### config.mk
export PLATFORM = sky130hd
export DESIGN_NAME = bsta_front
export DESIGN_NICKNAME = d
export VERILOG_FILES = /design/src/rtl/bsta_pkg.sv /design/src/rtl/bsta_front.sv
export SDC_FILE = /design/constraint.sdc
export NUM_CORES = 1
export LEC_CHECK = 0
export ABC_AREA = 1
export ABC_CLOCK_PERIOD_IN_PS = 7300
export BUFFER_PORTS_ARGS = -buffer_cell sky130_fd_sc_hd__buf_2
export CAP_MARGIN = 20
export CORE_ASPECT_RATIO = 1.75
export CORE_MARGIN = 10
export CORE_UTILIZATION = 46
export CTS_BUF_LIST = sky130_fd_sc_hd__clkbuf_16
export DETAILED_ROUTE_END_ITERATION = 10
export PLACE_DENSITY = 0.79
export SETUP_SLACK_MARGIN = 0.1
export SLEW_MARGIN = 20
export SYNTH_ARGS = -nofsm -noshare
export SYNTH_HDL_FRONTEND = slang
export SYNTH_SLANG_ARGS = --single-unit
### constraint.sdc
create_clock -name clk -period 7.3 [get_ports clk]
set_input_delay 1.095 -clock clk [delete_from_list [all_inputs] [get_ports clk]]
set_output_delay 1.095 -clock clk [all_outputs]
set_load 0.01 [all_outputs]
### src/rtl/bsta_pkg.sv
// shared types and codes for the byte stack typed access unit
`default_nettype none

package bsta_pkg;

  localparam int ADDR_W = 16;
  localparam int LANES  = 8;

  localparam logic [2:0] OP_PUSH = 3'd0;
  localparam logic [2:0] OP_POP  = 3'd1;
  localparam logic [2:0] OP_SET  = 3'd2;
  localparam logic [2:0] OP_GET  = 3'd3;
  localparam logic [2:0] OP_DROP = 3'd4;

  localparam logic [1:0] ST_OK        = 2'd0;
  localparam logic [1:0] ST_UNDERFLOW = 2'd1;
  localparam logic [1:0] ST_RANGE     = 2'd2;
  localparam logic [1:0] ST_OVERFLOW  = 2'd3;

  typedef struct packed {
    logic [2:0]  opcode;
    logic [3:0]  access_bytes;
    logic [11:0] byte_offset;
    logic [12:0] drop_count;
    logic [63:0] write_value;
  } in_item_t;

  typedef struct packed {
    logic [63:0] read_value;
    logic [1:0]  status;
    logic [12:0] depth;
  } out_item_t;

  // classified operation handed from front to back
  typedef struct packed {
    logic              read_en;
    logic              write_en;
    logic [3:0]        nbytes;
    logic [ADDR_W-1:0] addr;
    logic [63:0]       wdata;
    logic [1:0]        status;
    logic [12:0]       depth;
  } cmd_t;

endpackage

`default_nettype wire

### src/rtl/bsta_front.sv
// front end: bounds checks, status and top pointer tracking
`default_nettype none

module bsta_front #(
  parameter int DEPTH_BYTES = 4096
) (
  input  wire logic              clk,
  input  wire logic              rst_n,
  input  wire logic              push,
  input  wire bsta_pkg::in_item_t in_item,
  input  wire logic              cmd_full,
  output logic                   cmd_wr,
  output bsta_pkg::cmd_t         cmd
);

  localparam int TW = $clog2(DEPTH_BYTES+1);
  localparam int CW = ((TW > 13) ? TW : 13) + 1;

  logic [TW-1:0] top_r, top_nxt;
  logic [CW-1:0] new_top;

  assign cmd_wr = push && !cmd_full;

  always_comb begin
    logic [3:0]    nsat;
    logic [CW-1:0] top_w, n_w, off_w, cnt_w, cap_w, addr_w;
    nsat   = (in_item.access_bytes > 4'd8) ? 4'd8 : in_item.access_bytes;
    top_w  = CW'(top_r);
    n_w    = CW'(nsat);
    off_w  = CW'(in_item.byte_offset);
    cnt_w  = CW'(in_item.drop_count);
    cap_w  = CW'(DEPTH_BYTES);
    addr_w = top_w;
    new_top = top_w;

    cmd          = '0;
    cmd.nbytes   = nsat;
    cmd.wdata    = in_item.write_value;
    cmd.status   = bsta_pkg::ST_OK;

    case (in_item.opcode)
      bsta_pkg::OP_PUSH: begin
        if (top_w + n_w > cap_w) begin
          cmd.status = bsta_pkg::ST_OVERFLOW;
        end else begin
          cmd.write_en = 1'b1;
          new_top      = top_w + n_w;
        end
      end
      bsta_pkg::OP_POP: begin
        if (n_w > top_w) begin
          cmd.status = bsta_pkg::ST_UNDERFLOW;
        end else begin
          cmd.read_en = 1'b1;
          new_top     = top_w - n_w;
          addr_w      = top_w - n_w;
        end
      end
      bsta_pkg::OP_SET, bsta_pkg::OP_GET: begin
        addr_w = off_w;
        if (off_w + n_w > top_w) begin
          cmd.status = bsta_pkg::ST_RANGE;
        end else if (in_item.opcode == bsta_pkg::OP_SET) begin
          cmd.write_en = 1'b1;
        end else begin
          cmd.read_en = 1'b1;
        end
      end
      bsta_pkg::OP_DROP: begin
        if (cnt_w > top_w) begin
          cmd.status = bsta_pkg::ST_UNDERFLOW;
        end else begin
          new_top = top_w - cnt_w;
        end
      end
      default: begin
        // unknown codes leave everything as is
      end
    endcase

    cmd.addr  = bsta_pkg::ADDR_W'(addr_w);
    cmd.depth = new_top[12:0];
    top_nxt   = cmd_wr ? TW'(new_top) : top_r;
  end

  always_ff @(posedge clk) begin
    if (!rst_n) begin
      top_r <= '0;
    end else begin
      top_r <= top_nxt;
    end
  end

endmodule

`default_nettype wire

Word level (Yosys, flattened, before mapping)
Cells that the tools add are included.
{"block": "classes", "addsub": 4, "n_lt_le_gt_ge": 5, "n_eq_ne": 4, "n_mux": 18, "n_reduce_logical": 4}
{"cell": "13-bit one-hot mux with 3 select lines", "count": 1}
{"cell": "14-bit one-hot mux with 2 select lines", "count": 1}
{"cell": "13-bit greater-than comparator", "count": 2}
{"cell": "13-bit 2-to-1 mux", "count": 2}
{"cell": "13-bit by 4-bit adder with 14-bit output", "count": 1}
{"cell": "14-bit by 13-bit greater-than comparator with 1-bit output (second input constant)", "count": 1}
{"cell": "14-bit 2-to-1 mux", "count": 1}
{"cell": "13-bit by 4-bit subtractor with 14-bit output", "count": 1}
{"cell": "12-bit by 4-bit adder with 13-bit output", "count": 1}
{"cell": "4-bit by 13-bit greater-than comparator with 1-bit output", "count": 1}
{"cell": "13-bit subtractor", "count": 1}
{"cell": "2-bit one-hot mux with 4 select lines", "count": 1}
{"cell": "3-bit by 2-bit equality test with 1-bit output (second input constant)", "count": 2}
{"cell": "1-bit 2-to-1 mux", "count": 6}
{"cell": "2-bit 2-to-1 mux", "count": 3}
{"cell": "4-bit greater-than comparator (second input constant)", "count": 1}
{"cell": "4-bit 2-to-1 mux", "count": 1}
{"cell": "1-bit one-hot mux with 2 select lines", "count": 2}
{"cell": "3-bit by 1-bit equality test with 1-bit output (second input constant)", "count": 1}
{"cell": "3-bit equality test (second input constant)", "count": 1}
{"cell": "3-bit logical NOT", "count": 1}
{"cell": "2-bit OR reduction", "count": 1}
{"cell": "1-bit logical AND", "count": 1}
{"cell": "1-bit logical NOT", "count": 1}
{"block": "totals", "regBits": 13, "in_bits": 100, "out_inout_bits": 102, "wordCells": 36}

Depth between registers and ports, before layout
{"block": "logic_depth", "depth_word": 6, "depth_mapped": 22, "ltp_nobuf": 21}

Least setup slack after synthesis
OpenSTA, ideal clock, no wires.
{"block": "synth_timing", "path_kind": "in2out", "start": "in in_item[89] (netlist bit)", "end": "out cmd[99] (netlist bit)", "arrival_ns": 4.243, "required_ns": 6.205, "path_slack_ns": 1.962, "cell_stages": 16, "n_path_buf": 0, "path_cell_list": "inv_1 nor2_1 ha_1 inv_1 fa_1 o21ai_0 nand2_1 nor2_1 nand3_1 nor3_1 xor2_1 ha_1 nand2_1 or4_1 o31ai_1 a22o_1"}
{"item": "start: declaration", "line": "bsta_front.sv:10", "rtl": "input wire bsta_pkg::in_item_t in_item,"}
{"item": "end: declaration", "line": "bsta_front.sv:13", "rtl": "output bsta_pkg::cmd_t cmd"}

==> flow_metrics.env <==
export IMPL_postSynth_asyncResetShare_pct=0
export IMPL_ir_drop_mv=0.0711
export IMPL_tns_ns=0
export IMPL_dp_slack_ns=1.35
export IMPL_grt_pass1_wl_um=23400
export IMPL_cts_buffers=3
export IMPL_cts_sinks=13
export IMPL_hpwl_um=12500
export IMPL_vias_per_cell=5.71
export IMPL_synth_top_area_share_pct=13.9
export IMPL_hold_end="top_r[0]$_SDFFE_PN0P_"
export IMPL_drt_iter0_markers=343
export IMPL_critPathMaxFanout=5
export IMPL_synth_cells=731
export IMPL_synth_area_leaders="nand2_1 (14%), buf_4 (12%), ha_1 (11%), inv_1 (9.2%), nand3_1 (8.8%)"
export IMPL_finalHoldViolCount=0
export IMPL_cts_root_buf="clkbuf_16"
export IMPL_drtPass1Iterations=5
export IMPL_slew_headroom_pct=42.1
export IMPL_path_clk_slew_ns=0.05
export IMPL_fin_worst_skew_ns=0.00184
export IMPL_post_cts_setup_buffers=0
export IMPL_wire_per_inst_um=17.4
export IMPL_start_kind="input port"
export IMPL_grt_pass1_vias=4884
export IMPL_reg2reg_slack_ns=4.26
export IMPL_multi_input_area_mm2=0.00295
export IMPL_synth_seq_cells=13
export IMPL_synth_seq_area_share_pct=6.12
export IMPL_syn_area_per_cell_um2=5.81
export IMPL_drive_above_1_share_pct=15.9
export IMPL_fin_nets=871
export IMPL_clockBufferDepth=2
export IMPL_io_pins=202
export IMPL_worstPathRequired_ns=6.20
export IMPL_r2r_start="top_r[0]$_SDFFE_PN0P_"
export IMPL_io_buffer_count=71
export IMPL_leakage_uw=0.00248
export IMPL_holdWs_ns=0.743
export IMPL_yosysUniqueCellTypes=47
export IMPL_top_register="top_r"
export IMPL_vias=4845
export IMPL_start_util_pct=47.0
export IMPL_yosysTopAreaCell="nand2_1"
export IMPL_clk_latency_ns=0.24
export IMPL_reg2reg_to="top_r[9]$_SDFFE_PN0P_"
export IMPL_final_max_slew_viol_count=0
export IMPL_finalCritPeriodShare_pct=81.4
export IMPL_synth_edf_count=0
export IMPL_dominantRegCellSynth="dfxtp_1"
export IMPL_diodes=0
export IMPL_rsz0062_at_grt="no"
export IMPL_reg2reg_depth=15
export IMPL_utilization_pct=47.2
export IMPL_largest_reg_flops=13
export IMPL_nFillCells=1005
export IMPL_grt_max_degree=20
export IMPL_design_core_area_mm2=0.00904
export IMPL_yosysWarnings=0
export IMPL_setup_viol=0
export IMPL_fp_dieH_um=147
export IMPL_rows=46
export IMPL_end_kind="output pin"
export IMPL_die_area_mm2=0.0136
export IMPL_antenna_found_initial=0
export IMPL_gr_total_overflow=0
export IMPL_fmax_mhz=168
export IMPL_period_minus_slack_ns=5.94
export IMPL_cp_data_arrival_time_ns=4.84
export IMPL_cts_resized=0
export IMPL_top_regs="top_r (13)"
export IMPL_groute_usage_overall_pct=20.9
export IMPL_hold_start="top_r[0]$_SDFFE_PN0P_"
export IMPL_hp_class="register to register"
export IMPL_min_path_cells=4
export IMPL_finalWirelength_um=14800
export IMPL_place_congestion=1.02
export IMPL_die_x_um=92.7
export IMPL_tightest_slew_ns=0.865
export IMPL_path_class="input port to output pin"
export IMPL_status="finished, final reports clean"
export IMPL_cap_viol_max_count=0
export IMPL_regArea_um2=260
export IMPL_drc_errors=0
export IMPL_holdBufCountCts=0
export IMPL_htreeDepth=1
export IMPL_syn_to_final_growth_pct=0.294
export IMPL_antenna_left=0
export IMPL_netlist_area_mm2=0.00425
export IMPL_fin_ws_ns=1.36
export IMPL_powerDensity_mw_per_mm2=116
export IMPL_tritoncts="built"
## how the worst max path moves through the flow
stage,depth (start not counted),to,from,slack [ns]
floorplan,16,cmd[99],in_item[89],1.96
global placement,18,cmd[100],in_item[92],1.38
detailed placement,18,cmd[100],in_item[92],1.35
CTS,18,cmd[100],in_item[92],1.34
global route,18,cmd[100],in_item[92],0.96
finish,18,cmd[100],in_item[92],1.36
## logic make-up after synthesis
group | after synthesis | synth area share [%]
and+or+nand+nor | 360 | 39.0
buffers and inverters | 201 | 24.5
AOI/OAI and AO/OA | 94 | 13.1
adders and majority gates | 42 | 13.1
xor gates and xnor gates | 20 | 4.12
DFF | 13 | 6.12
other | 1 | 0.0882
## critical path, stage by stage
cell	delay, ns
buf_2	0.13
nor2_1	0.23
ha_1	0.22
inv_1	0.06
fa_1	0.40
o21ai_0	0.33
nand2_1	0.08
nor2_1	0.17
nand3_1	0.17
nor3_1	0.21
xor2_1	0.10
ha_1	0.30
nand2_1	0.07
or4_1	0.49
o31ai_1	0.44
nand3_1	0.13
nand2_1	0.08
buf_2	0.12
## per-stage QoR
step	std cells	power (µW)	instance area, µm²
CTS	848	490	4260
finish	848	496	4260
global placement	844	385	4180
floorplan	732	333	4250
global route	848	535	4260
detailed placement	844	387	4180
## report_power, final
part,internal (µW),switching [µW],total (µW)
clock,72.4,31.6,104
combinational,105,193,298
sequential,76.1,17.9,94.0
## cells in the mapped netlist (all sizes together), types with 2 or more instances
| master | count |
|---|---|
| or2 | 2 |
| nor3 | 10 |
| clkbuf | 2 |
| nand3b | 2 |
| nand2 | 164 |
| dfxtp | 13 |
| nand4 | 17 |
| o221ai | 7 |
| xnor2 | 4 |
| o211ai | 9 |
| fa | 4 |
| ha | 38 |
| buf | 79 |
| nor2 | 75 |
| inv | 113 |
| a22oi | 2 |
| nand3 | 86 |
| o21ai | 23 |
| clkinv | 7 |
| a21oi | 45 |
| xor2 | 16 |
## layer usage
layer  up-vias  wire [µm]  global-route usage (%)
li1       2305          -                       -
met1      2160       4940                    19.4
met2       253       7110                    37.1
met3       127       1170                    3.16
met4         0       1540                    20.8
met5         -          0                       0
## cells in the final DEF, fill, tap and decap left out, types with 10 or more instances in the layout
cell type	count
inv_1	105
xor2_1	16
nand3_2	10
nand2_1	157
nor2_1	69
buf_2	71
nand4_1	17
o21ai_0	19
nand3_1	75
a21oi_1	42
dfxtp_1	13
ha_1	38
## area by class of cell
| type | count | area share (%) |
|---|---|---|
| Tap cell | 120 | 3.52 |
| Clock inverter | 1 | 0.0881 |
| Multi-Input combinational cell | 518 | 69.3 |
| Timing Repair Buffer | 73 | 8.69 |
| Sequential cell | 13 | 6.11 |
| Clock buffer | 3 | 1.76 |
| Inverter | 120 | 10.6 |
Note: power is estimated with default switching activity, not from simulation.
