**src/rtl/bsta_fifo.sv**
```systemverilog
// small register queue with occupancy count
`default_nettype none

module bsta_fifo #(
  parameter int WIDTH = 8,
  parameter int DEPTH = 2
) (
  input  wire logic                         clk,
  input  wire logic                         rst_n,
  input  wire logic                         wr_en,
  input  wire logic [WIDTH-1:0]             wr_data,
  output logic                              full,
  input  wire logic                         rd_en,
  output logic [WIDTH-1:0]                  rd_data,
  output logic                              empty,
  output logic [$clog2(DEPTH+1)-1:0]        count
);

  localparam int PW = (DEPTH > 1) ? $clog2(DEPTH) : 1;
  localparam int CW = $clog2(DEPTH+1);

  logic [WIDTH-1:0] mem_r [DEPTH];
  logic [PW-1:0]    wr_ptr_r, wr_ptr_nxt;
  logic [PW-1:0]    rd_ptr_r, rd_ptr_nxt;
  logic [CW-1:0]    count_r, count_nxt;
  logic             do_wr, do_rd;

  assign full    = (count_r == CW'(DEPTH));
  assign empty   = (count_r == '0);
  assign count   = count_r;
  assign rd_data = mem_r[rd_ptr_r];
  assign do_wr   = wr_en && !full;
  assign do_rd   = rd_en && !empty;

  always_comb begin
    wr_ptr_nxt = wr_ptr_r;
    rd_ptr_nxt = rd_ptr_r;
    count_nxt  = count_r;
    if (do_wr) begin
      wr_ptr_nxt = (wr_ptr_r == PW'(DEPTH-1)) ? '0 : wr_ptr_r + 1'b1;
    end
    if (do_rd) begin
      rd_ptr_nxt = (rd_ptr_r == PW'(DEPTH-1)) ? '0 : rd_ptr_r + 1'b1;
    end
    if (do_wr && !do_rd) begin
      count_nxt = count_r + 1'b1;
    end else if (do_rd && !do_wr) begin
      count_nxt = count_r - 1'b1;
    end
  end

  always_ff @(posedge clk) begin
    if (!rst_n) begin
      wr_ptr_r <= '0;
      rd_ptr_r <= '0;
      count_r  <= '0;
    end else begin
      wr_ptr_r <= wr_ptr_nxt;
      rd_ptr_r <= rd_ptr_nxt;
      count_r  <= count_nxt;
    end
  end

  always_ff @(posedge clk) begin
    if (do_wr) begin
      mem_r[wr_ptr_r] <= wr_data;
    end
  end

endmodule

`default_nettype wire

```
**config.mk**
```make
export PLATFORM = sky130hd
export DESIGN_NAME = bsta_fifo
export DESIGN_NICKNAME = d
export VERILOG_FILES = /design/src/rtl/bsta_fifo.sv
export SDC_FILE = /design/constraint.sdc
export NUM_CORES = 1
export LEC_CHECK = 0
export BUFFER_PORTS_ARGS = -buffer_cell sky130_fd_sc_hd__buf_2
export CAP_MARGIN = 20
export CELL_PAD_IN_SITES_DETAIL_PLACEMENT = 2
export CELL_PAD_IN_SITES_GLOBAL_PLACEMENT = 2
export CORE_MARGIN = 3
export CORE_UTILIZATION = 30
export DETAILED_ROUTE_END_ITERATION = 8
export MAX_ROUTING_LAYER = met4
export PLACE_DENSITY_LB_ADDON = 0.1
export SYNTH_ARGS = -nofsm -noshare
export SYNTH_HDL_FRONTEND = slang
export SYNTH_SLANG_ARGS = --single-unit
```
**constraint.sdc**
```tcl
create_clock -name clk -period 1.5 [get_ports clk]
set_clock_uncertainty 0.15 [all_clocks]
set_input_delay 0.3 -clock clk [delete_from_list [all_inputs] [get_ports clk]]
set_output_delay 0.3 -clock clk [all_outputs]
set_load 0.1 [all_outputs]
```
## Yosys cells after proc, flatten, opt, wreduce, memory -nomap -nowiden

Memories as Yosys holds them, arrays and structs flattened. A register that Yosys moved wholly into a read port is not among the register bits.
Cells that the tools add are included.

- $add $sub $neg: 4
- Multiply operators: 0
- Div/mod/pow operators: 0
- $lt $le $gt $ge: 0
- Equality and inequality tests: 1
- Shifts and indexed selects: 0
- Muxes and demuxes: 8
- Bitwise logic cells: 0
- Reductions and logical operators: 10

Operators by type and width:

| kind | number |
|---|---|
| two-way mux 1 bit | 6 |
| logical AND 1 bit | 4 |
| logical NOT 1 bit | 4 |
| two-way mux 2 bit | 2 |
| adder 1 bit (second input constant) | 2 |
| adder 2 x 1 -> 2 bit (second input constant) | 1 |
| equality test 2 bit (second input constant) | 1 |
| logical NOT 2 bit | 1 |
| nonzero test 2 bit | 1 |
| subtractor 2 x 1 -> 2 bit (second input constant) | 1 |

- Register bits after elaboration: 4
- Bits in latches: 0
- Bits in writable memories: 16
- ROM bits: 0
- Input bits: 12
- Output and inout port bits: 12
- Word-level logic and storage cells: 27
- Memories: 1

Memories:

| memory | depth | bits a word | rd ports | clocked after Yosys merged registers in | write ports | line | text |
|---|---|---|---|---|---|---|---|
| mem_r | 2 | 8 | 1 | 1 | 1 | 22 | `logic [WIDTH-1:0] mem_r [DEPTH];` |

## Depth between registers and ports, before layout

Gate-level depths: netlist of run 1.

- Word-level depth: 7
- Gate-level depth with buffers: 7
- Depth with buffers taken out: 7

## Worst setup path before layout of run 1

No wires, ideal clock.

- Kind: reg-to-reg
- From: register count_r[1] (netlist: count[1])
- To: register count_r[1] (netlist: count[1])
- Setup time: 70 ps
- Data arrival time: 2470 ps
- Required time: 1280 ps
- Slack: -1190 ps
- Cell stages (with the launch flop): 8
- Buffers on the path: 0
- Period minus slack after synthesis: 2690 ps
- Cell sequence: dfxtp_1 > nand2b_1 > inv_2 > nor2_1 > ha_1 > xor2_1 > or3_1 > a21boi_1

- Word-level cells in the longest chain between the ends: 6
- Elaborated cells on any way between the ends: 15
- Classes of those cells: add/sub: 2; eq/ne: 1; mux: 2; reduce/logical: 10

RTL lines:

| what | line | text |
|---|---|---|
| start: declaration | 25 | `logic [CW-1:0] count_r, count_nxt;` |
| start signal: assignment | 60 | `count_r <= count_nxt;` |
| equality test 2 bit * | 28 | `assign full = (count_r == CW'(DEPTH));` |
| net full | 12 | `output logic full,` |
| logical NOT 1 bit * | 32 | `assign do_wr = wr_en && !full;` |
| logical AND 1 bit * | 32 |  |
| logical NOT 1 bit | 47 | `end else if (do_rd && !do_wr) begin` |
| logical AND 1 bit | 47 |  |
| nonzero test 2 bit (no source line) | - |  |

Mark *: on every way through the listed nets, which the timed path passes. The rest lies on a longest branch. The select of a mux whose other input is x is not followed.
A chain may end at the register's enable or synchronous reset.

==> summary.md, run 1 <==
| Metric | Value |
|---|---|
| Status | finished, violations left |
| Violated checks | setup timing |
| Critical path buffers and inverters | 2 |
| Drc violations | 0 |
| Synthesized instance count | 50 |
| Yosys reg bits | 21 |
| Hold Violations, Final | 0 |
| Vias in the first global route | 637 |
| Placed Area | 1160 um2 |
| Initial antenna violation count | 0 |
| Crit-path slowest cell | dfxtp_2 |
| Layout area overhead | 74.0% |
| GRT Util Overall | 14.2% |
| First-pass GRT wire length | 3.30 mm |
| Filler cells | 238 |
| Reg area | 589 um2 |
| Worst-path clk slew | 0.11 ns |
| Max stage delay on crit path | 0.36 ns |
| Dpl cells | 114 |
| Yosys warns | 0 |
| CTS tree | yes |
| Critical path depth in cells | 3 |
| Cell Chain, Critical Path | buf_4 -> mux2_4 -> buf_12 |
| Highest Clock Rate | 574 MHz |
| Core Area | 2520 um2 |
| Setup CP Type | reg -> out |
| Crit path time final | 1.74 ns |
| Final ANT Viol Nets | 0 |
| Most frequent cell after synthesis | edfxtp_1 |
| Post-synth EDFFs | 16 |
| Starting Density | 32.1% |
| Sequential fraction of the synthesis area | 71.7% |
| RSZ-0062 raised after global routing | true |
| Root Buffer | clkbuf_4 |
| # setup viols final | 12 |
| H-tree depth | 1 |
| Synth cell types | 20 |
| R2R depth | 7 |
| Footprint of the multi-input gates | 304 um2 |
| Routed WL | 2.00 mm |
| Wire length per cell | 16.7 um |
| Synth top area share | 59.4% |
| CTS Buf Count | 3 |
| DR vias | 559 |
| Die width | 57.9 um |
| Largest net degree at the start of global routing | 13 |
| Largest area contributor in the netlist | edfxtp_1 |
| Worst EP arrival | 1.29 ns |
| Synthesized cell area | 810 um2 |
| Pre-Repair DR Iteration Count | 2 |
| I/O pin count | 24 |
| Ys async rst share | 0% |
| Worst Path Required | 1.05 ns |
| Die height | 57.9 um |
| Net count, final | 104 |
| Worst hold path type | in -> reg |
| Max FO, Critical Path | 3 |
| Cells taking the most area after synthesis | edfxtp_1 (59%), dfxtp_1 (12%), mux2_2 (11%) |
| Clock Tree Buf Depth | 2 |
| Most frequent cells after synthesis | edfxtp_1 (16), mux2_2 (8), dfxtp_1 (5) |
| Max-cap violations | 0 |
| Vias/cell | 4.66 |
| GPL Wtd Cong | 0.734 |
| WHS Path Cells | 1 |
| Final slew viol count | 0 |
| Crit share post-route | 116% |
| Die ar. | 3360 um2 |
| Clock Latency Late Sink | 0.29 ns |
| Syn Area/Cell | 16.2 um2 |
| Setup WS post-layout | -0.243 ns |
| Post-Layout Cell Count | 120 |
| GRT Residual Overflow | 0 |
| CP top delay family | flip-flops |
| Final HPWL DP | 1.44 mm |
| Final Cell Area | 1410 um2 |
| Slew Limit Headroom | 85.6% |
| Ys flop type | edfxtp_1 |
| Startpoint types | flip-flop |
| Row count | 18 |
| Layout cells sized above 1 | 66.7% |
| Initial drt markers | 3 |
| CP endpoint kind | primary output |
| Final antenna diode count | 0 |
| Number of clock sinks | 21 |
| # port buffers | 23 |
| Worst-Margin Slew | 0.214 ns |
| Post-Syn Nets | 63 |
[logic make-up after synthesis]
family                     share of synthesized area [%]
AOI/OAI and AO/OA                                   4.02
xor gates and xnor gates                            3.25
adders and majority gates                           1.55
buffers and inverters                               1.54
DFF                                                 71.7
muxes                                               11.1
and+or+nand+nor                                     6.80
[stage by stage]
| step | hold WS [ns] | worst slack, ns | util [%] | TNS [ns] |
|---|---|---|---|---|
| 3_3_place_gp | 0.339 | -0.0402 | 45.9 | -0.159 |
| 6_report | 0.0357 | -0.243 | 55.9 | -2.10 |
| 2_1_floorplan | 0.249 | -0.344 | - | -3.71 |
| 4_1_cts | 0.0254 | -0.230 | 55.0 | -2.15 |
| 3_5_place_dp | 0.343 | -0.0852 | 45.9 | -0.614 |
| 5_1_grt | 0.0147 | -0.303 | 55.9 | -3.17 |
[placed cells by master (no fill, tap or decap), drive strengths merged, types with 2 or more instances in the layout]
cell type	netlist	layout
mux2	8	8
clkbuf	0	3
nor2	2	2
a21boi	2	2
buf	1	37
o21ai	2	2
dfxtp	5	5
edfxtp	16	16
xnor2	2	2
inv	2	2
and2	3	3
[worst register-to-register path, cell delays in order (launching register included)]
cell and delay, ns:
dfxtp_4 0.37, nand2b_4 0.18, inv_12 0.07, nor2_4 0.03, ha_4 0.15, xor2_1 0.14, or3_1 0.31, a21boi_1 0.12
[layout make-up]
type	count	area share, %
timing repair buffer	37	30.6
tap	30	2.66
clock inverter	1	0.355
inverter	2	1.42
sequential	21	41.8
clock buffer	3	1.60
multi-input combinational	26	21.6
[path summary, 6_finish.rpt]
path              startpoint  slack (ns)           to
hold reg to reg     rd_ptr_r        0.49     rd_ptr_r
hold / removal    wr_data[2]        0.04  mem_r[0][2]
setup reg to reg    count[0]       -0.09     count[1]
setup / recovery   flip-flop       -0.24   rd_data[3]
[state kept, by name (all words and copies together) (netlist names), named ones only]
name	cells
count	2
mem_r	16
rd_ptr_r	1
wr_ptr_r	1
[metal layers]
| metal | vias up | track usage, % | share of wire (%) |
|---|---|---|---|
| met5 | - | - | 0 |
| met2 | 14 | 26.3 | 57 |
| met3 | 2 | 2.67 | 4.1 |
| li1 | 263 | - | - |
| met4 | 0 | 1.99 | 0.35 |
| met1 | 280 | 16.1 | 38 |
[what timing repair did]
item | 4_1_cts | 5_1_grt
buffers inserted | 1 | 1
resized for setup | 51 | 3
pin swaps | 6 | 3
setup endpoints to repair | 17 | 28
hold buffers | 0 | 0
Power of run 1 is not shown: default switching activity piles up to over one toggle a cycle in this logic, so the estimate is an artifact.
==> run 2: changes to the inputs <==
--- a/config.mk
+++ b/config.mk
@@ -7,7 +7,7 @@
 export LEC_CHECK = 0
 export BUFFER_PORTS_ARGS = -buffer_cell sky130_fd_sc_hd__buf_2
 export CAP_MARGIN = 20
-export CELL_PAD_IN_SITES_DETAIL_PLACEMENT = 2
+export CELL_PAD_IN_SITES_DETAIL_PLACEMENT = 0
 export CELL_PAD_IN_SITES_GLOBAL_PLACEMENT = 2
 export CORE_MARGIN = 3
 export CORE_UTILIZATION = 30
==> summary.md, run 2 (same netlist as run 1, synthesis figures left out) <==
| Metric | Value |
|---|---|
| Status | finished, violations left |
| Violated checks | setup timing |
| Final slew viol count | 0 |
| GPL Wtd Cong | 0.734 |
| Vias in the first global route | 541 |
| Startpoint types | flip-flop |
| Starting Density | 32.1% |
| Hold Slack | 0.0321 ns |
| Core Area | 2520 um2 |
| I/O pin count | 24 |
| CTS tree | yes |
| CP endpoint kind | primary output |
| Max-cap violations | 0 |
| Max FO, Critical Path | 3 |
| Slew Limit Headroom | 85.8% |
| First-pass GRT wire length | 2.70 mm |
| Crit path time final | 1.73 ns |
| Final antenna diode count | 0 |
| Final ANT Viol Nets | 0 |
| Vias/cell | 4.37 |
| Worst EP arrival | 1.28 ns |
| Clock Tree Buf Depth | 2 |
| RSZ-0062 raised after global routing | true |
| GRT Util Overall | 11.7% |
| Net count, final | 109 |
| Final Cell Area | 1450 um2 |
| Pre-Repair DR Iteration Count | 2 |
| Most common cell after layout, fill and taps aside | edfxtp_1 |
| Die width | 57.9 um |
| Worst Path Required | 1.05 ns |
| Initial antenna violation count | 0 |
| Worst-Margin Slew | 0.212 ns |
| Setup WS post-layout | -0.229 ns |
| Die height | 57.9 um |
| Largest net degree at the start of global routing | 13 |
| Layout area overhead | 78.7% |
| Worst hold path type | in -> reg |
| DR vias | 546 |
| Die ar. | 3360 um2 |
| # setup viols final | 19 |
| Setup CP Type | reg -> out |
| CTS Buf Count | 3 |
| # port buffers | 23 |
| Highest Clock Rate | 578 MHz |
| Initial drt markers | 4 |
| Crit share post-route | 115% |
| Largest Register | mem_r |
| Final HPWL DP | 1.02 mm |
| H-tree depth | 1 |
| Placed Area | 1160 um2 |
| Routed WL | 1.63 mm |
| Final core utilization | 57.3% |
| Drc violations | 0 |
| Most frequent cells in the layout | edfxtp_1 (16), buf_12 (12), buf_2 (11) |
| Number of clock sinks | 21 |
| Hold Violations, Final | 0 |
| Wire length per cell | 13.0 um |
| GRT Residual Overflow | 0 |
| Row count | 18 |
| Largest register FFs | 16 |
| Layout cells sized above 1 | 65.3% |
| Worst-path clk slew | 0.11 ns |
| Root Buffer | clkbuf_4 |
| Clock Latency Late Sink | 0.30 ns |
run 2: cell count changes in the layout (fill, tap and decap cells not counted), sizes merged:
cell / delta
buf: +2
dlygate4sd3: +3
run 2: cell type report:
cell class	instances	area, um2
clock buffer	3	22.5
clock inverter	1	5.00
fill	206	1080
inverter	2	20.0
multi-input combinational	26	293
sequential	21	589
tap	30	37.5
timing repair buffer	42	479
run 2: metrics by stage:
| step | setup TNS [ns] | worst slack (ns) | cells |
|---|---|---|---|
| 3_5_place_dp | -0.162 | -0.0713 | 114 |
| 3_3_place_gp | -0.159 | -0.0402 | 114 |
| 2_1_floorplan | -3.71 | -0.344 | 50 |
| 6_report | -2.48 | -0.229 | 125 |
| 4_1_cts | -2.52 | -0.233 | 121 |
| 5_1_grt | -3.60 | -0.295 | 125 |
run 2: layer usage:
layer / wire length (um) / vias to the layer above / share of wire (%) / GRT usage, %
met4: 0 / 0 / 0 / 3.97
met1: 674 / 260 / 41 / 14.6
li1: - / 272 / - / -
met5: 0 / - / 0 / -
met2: 881 / 14 / 54 / 17.9
met3: 74 / 0 / 4.5 / 4.01
run 2: final timing paths:
kind	from	end	slack, ns	cells past startpoint
setup / recovery	flip-flop	rd_data[4]	-0.23	3
setup reg to reg	count[0]	count[1]	-0.10	5
hold reg to reg	rd_ptr_r	flip-flop	0.45	2
hold / removal	wr_data[4]	mem_r[1][4]	0.03	1
run 2: timing repair:
item,in CTS,in global routing
setup endpoints to repair,17,21
hold buffers,0,3
endpoints found under the hold margin,0,5
resized for setup,51,2
gates cloned,0,0
setup buffers,3,1
pin swaps,5,4
run 2: critical path: stages, from the launching register on:
cell	delay (ns)
dfxtp_2	0.35
buf_4	0.14
mux2_4	0.32
buf_12	0.17
Power of run 2 is left out for the same reason.
